## config.mk

```make
export PLATFORM = sky130hd
export DESIGN_NAME = bse_fifo
export DESIGN_NICKNAME = d
export VERILOG_FILES = /design/src/rtl/core/bse_pkg.sv /design/src/rtl/core/bse_fifo.sv
export SDC_FILE = /design/constraint.sdc
export NUM_CORES = 1
export LEC_CHECK = 0
export ABC_AREA = 1
export ABC_CLOCK_PERIOD_IN_PS = 5000
export BUFFER_PORTS_ARGS = -buffer_cell sky130_fd_sc_hd__buf_4
export CORE_MARGIN = 5
export CORE_UTILIZATION = 39
export CTS_BUF_LIST = sky130_fd_sc_hd__clkbuf_16
export DETAILED_ROUTE_END_ITERATION = 12
export PLACE_DENSITY = 0.62
export SYNTH_ARGS = -nofsm -noshare
export SYNTH_HDL_FRONTEND = slang
export SYNTH_SLANG_ARGS = --single-unit
```

## constraint.sdc

```tcl
create_clock -name clk -period 5 [get_ports clk]
set_input_delay 1 -clock clk [delete_from_list [all_inputs] [get_ports clk]]
set_output_delay 1 -clock clk [all_outputs]
set_load 0.01 [all_outputs]
```

## src/rtl/core/bse_pkg.sv

```systemverilog
`timescale 1ns / 1ps
// Shared types, constants and helpers for the burning ship escape-time core.
package bse_pkg;

	localparam int IMG_WIDTH_DEF  = 1024;
	localparam int IMG_HEIGHT_DEF = 1024;
	localparam int FRAC_BITS_DEF  = 24;

	localparam int COORD_W     = 10;
	localparam int CFG_IDX_W   = 3;
	localparam int CFG_DATA_W  = 32;
	localparam int ITER_W      = 12;
	localparam int RGB_W       = 24;
	localparam int COLOR_W     = 32;
	localparam int SAT_W       = 66;
	localparam int RAMP_W      = RGB_W + ITER_W;
	localparam int QUEUE_DEPTH = 2;
	localparam int QPTR_W      = 1;

	localparam logic [RGB_W-1:0] WHITE_RGB  = 24'hFFFFFF;
	localparam logic [13:0]      COLOR_STEP = 14'd10000;

	typedef enum logic [CFG_IDX_W-1:0] {
		CFG_ZOOM         = 3'd0,
		CFG_OFFSET_REAL  = 3'd1,
		CFG_OFFSET_IMAG  = 3'd2,
		CFG_ITER_LIMIT   = 3'd3,
		CFG_ESC_THRESH   = 3'd4,
		CFG_SEED_COLOR   = 3'd5,
		CFG_COLOR_OFFSET = 3'd6
	} cfg_idx_t;

	typedef struct packed {
		logic [30:0]        zoom_factor;
		logic signed [31:0] offset_real;
		logic signed [31:0] offset_imag;
		logic [ITER_W-1:0]  iteration_limit;
		logic [30:0]        escape_threshold;
		logic [RGB_W-1:0]   seed_color;
		logic [7:0]         color_offset;
	} cfg_t;

	localparam cfg_t CFG_RESET = '{
		zoom_factor:      31'd16777216,
		offset_real:      32'sd0,
		offset_imag:      32'sd0,
		iteration_limit:  12'd256,
		escape_threshold: 31'd67108864,
		seed_color:       24'd0,
		color_offset:     8'd0
	};

	typedef struct packed {
		logic [COORD_W-1:0] column;
		logic [COORD_W-1:0] row;
	} pixel_in_t;

	typedef struct packed {
		logic [COORD_W-1:0] out_column;
		logic [COORD_W-1:0] out_row;
		logic [COLOR_W-1:0] pixel_color;
		logic               escaped;
	} pixel_out_t;

	// one mapped pixel handed from front to back
	typedef struct packed {
		logic [COORD_W-1:0] column;
		logic [COORD_W-1:0] row;
		logic signed [31:0] cr;
		logic signed [31:0] ci;
	} job_t;

	typedef enum logic [2:0] {
		F_IDLE,
		F_MAP,
		F_SAT,
		F_MUL,
		F_PUSH
	} front_state_t;

	typedef enum logic [2:0] {
		B_IDLE,
		B_MUL,
		B_CALC,
		B_DIV,
		B_FIN
	} back_state_t;

	// clamp a wide signed value into the signed 32-bit range
	function automatic logic signed [31:0] sat32(input logic signed [SAT_W-1:0] v);
		logic in_range;
		in_range = (v[SAT_W-1:31] == '0) || (v[SAT_W-1:31] == '1);
		if (in_range) begin
			return v[31:0];
		end else if (v[SAT_W-1]) begin
			return {1'b1, 31'b0};
		end else begin
			return {1'b0, {31{1'b1}}};
		end
	endfunction

endpackage

```

## src/rtl/core/bse_fifo.sv

```systemverilog
`timescale 1ns / 1ps
// Two-entry job queue between the mapping front end and the iteration back end.
module bse_fifo (
	input  logic          clk,
	input  logic          arst_n,
	input  logic          push,
	input  bse_pkg::job_t wr_data,
	output logic          full,
	input  logic          pop,
	output bse_pkg::job_t rd_data,
	output logic          empty
);
	import bse_pkg::*;

	job_t            mem_q [QUEUE_DEPTH];
	logic [QPTR_W:0] wr_ptr_q, rd_ptr_q;

	assign empty   = wr_ptr_q == rd_ptr_q;
	assign full    = (wr_ptr_q[QPTR_W] != rd_ptr_q[QPTR_W]) &&
		(wr_ptr_q[QPTR_W-1:0] == rd_ptr_q[QPTR_W-1:0]);
	assign rd_data = mem_q[rd_ptr_q[QPTR_W-1:0]];

	always_ff @(posedge clk or negedge arst_n) begin
		if (!arst_n) begin
			wr_ptr_q <= '0;
			rd_ptr_q <= '0;
		end else begin
			if (push && !full) begin
				wr_ptr_q <= wr_ptr_q + 1'b1;
			end
			if (pop && !empty) begin
				rd_ptr_q <= rd_ptr_q + 1'b1;
			end
		end
	end

	always_ff @(posedge clk) begin
		if (push && !full) begin
			mem_q[wr_ptr_q[QPTR_W-1:0]] <= wr_data;
		end
	end

endmodule

```

==> flow_summary.ini <==
[grt]
track_usage_pct = 14.6
grt_max_degree = 88
grt_pass1_wl_um = 20700
antenna_found_initial = 0
grt_pass1_vias = 4085
overflow = 0

[floorplanning]
fp.coreArea_um2 = 16000
pin_count = 174
num_rows = 46
fp.dieH_um = 138
die_area_um2 = 19000
die_w_um = 138
start_util_pct = 39.9

[layout]
fin_cells = 886
syn_to_final_growth_pct = 32.2
drive_gt1_share_pct = 31.6
final_core_util_pct = 52.7
nets = 745
diodes = 0

[sta]
setup_viol = 0
tightestPinTransition_ns = 0.937
max_slew_margin_pct = 37.5
grt_setup_unrepaired = no
timing.final.crit_period_ns = 3.18
fmax_mhz = 315
drv_slew = 0
finalHoldViolations = 0
fin_skew_ns = 0.00514
post-route-period-util_pct = 63.5
tns_ns = 0
fin_ws_ns = 1.82
holdWs_ns = 0.372

[worst_setup_path]
r2r_setup_slack_ns = 1.94
worst_setup_path_start_kind = flop
reg2reg_to = mem_q[0][16]
critPathKind = flop to output port
r2r-start = rd_ptr_q[0]
crit_path_start = rd_ptr_q[0]
worst_setup_path_end_kind = output port
required_ns = 4.00
path_max_fanout = 87
critical-path-max-stage-delay_ns = 0.66
ff2ff_path_depth = 7
path_cells = buf_4, nand2_1, nand2_2, nand2_2, inv_1, buf_4
cp_data_arrival_time_ns = 2.18
slowest_stage = buf_4

[synth]
yosysSeqAreaShare_pct = 80.6
synth_area_um2 = 6380
synthCells = 480
synth.net_count = 568
yosysUniqueCellTypes = 11
syn_avg_cell_area_um2 = 13.3
ys_ff_latch = 172
yosysWarnings = 0

[clock_network]
cts_hold_buf = 0
clk-insertion-delay-late_ns = 0.42
numCtsBuffers = 17
root_buffer = clkbuf_16
htreeDepth = 4
cts_tree = done
path_clk_slew_ns = 0.06
post_cts_buffers = 0
clockBufferDepth = 2
cts-resized-gates = 0
cts.sinks = 172

[placed_design]
place_worst_setup_slack_ns = 1.88
dp_cells = 854
port_buffers = 173
dp_hpwl_um = 8880
gp_congestion = 0.707

[flow_run]
maxCapViolCount = 0

[pwr]
p_leak_nw = 3.62
ir_worst_vdd_mv = 0.291
power_density_nw_per_um2 = 615

[drt]
drtIter0Drc = 252
ant_nets = 0
wl_met1_um = 5320
via_per_inst = 4.41
drt_pass1_iterations = 4
wl_per_cell_um = 15.1
drt_wl_total_um = 13400
topRoutingLayerUsed = met4
met2_wirelength_um = 7030
wl_met3_um = 856
route.detailed.drc = 0
vias = 3905

[status]
status = finished, final reports clean

[worst_hold_path]
hp-class = input port to asynchronous set/reset pin
layout make-up:
type                            count  area [um^2]
Multi-Input combinational cell    280         1070
Fill cell                        1401         7560
Clock inverter                     15          158
Tap cell                          216          270
Inverter                            9         38.8
Timing Repair Buffer              177         1330
Clock buffer                       17          425
Sequential cell                   172         5150
critical path: cells and delay by family (launching register included):
family / cells / cell delay (ns)
buf+inv: 3 / 0.88
flops: 1 / 0.42
simple gates: 3 / 0.37
report_power, final:
| part | internal [mW] | switching (mW) | total, mW |
|---|---|---|---|
| logic | 0.702 | 1.10 | 1.80 |
| clock network | 0.774 | 0.503 | 1.28 |
| registers | 2.03 | 0.0884 | 2.12 |
state kept, by name, summed over array words and instances, names as in the netlist:
register	count
mem_q	168
rd_ptr_q	2
wr_ptr_q	2
metrics by stage:
stage | total power [mW] | area, um^2
2_1_floorplan | 3.14 | 6380
3_3_place_gp | 3.95 | 7860
3_5_place_dp | 4.00 | 7860
4_1_cts | 5.29 | 8440
5_1_grt | 5.53 | 8440
6_report | 5.19 | 8440
cell usage in the layout, fill, tap and decap left out, drive strengths merged:
cell type,instances
edfxtp,168
nand3,4
clkbuf,17
clkinv,7
xor2,1
bufinv,3
inv,9
dfrtp,4
buf,177
nand2,275
clkinvlp,5
cells in the mapped netlist:
cell        n  area [um^2]
nand2_1   272         1020
edfxtp_1  168         5040
buf_4      11         82.6
inv_1       8         30.0
buf_2       6         30.0
dfrtp_1     4          100
nand3_1     4         20.0
nand2_2     3         18.8
buf_6       2         22.5
inv_4       1         6.26
xor2_1      1         8.76
cell families after synthesis:
| group | after synthesis | share of synthesized area [%] |
|---|---|---|
| xor gates and xnor gates | 1 | 0.137 |
| and+or+nand+nor | 279 | 16.6 |
| buffers and inverters | 28 | 2.68 |
| DFF | 172 | 80.6 |
per-layer routing:
layer / track usage [%] / vias to the layer above
li1: - / 1954
met1: 17.4 / 1818
met2: 24.9 / 118
met3: 3.85 / 15
met4: 6.42 / 0
met5: 0 / -
worst max path at each step:
stage | to | slack, ns | cells after the start
detailed placement | mem_q[1][8] | 1.88 | 7
global route | empty | 1.64 | 6
floorplan | mem_q[1][0] | 1.76 | 4
global placement | mem_q[1][14] | 2.00 | 7
finish | empty | 1.82 | 6
CTS | empty | 1.79 | 6
(Power assumes the default switching activity.)
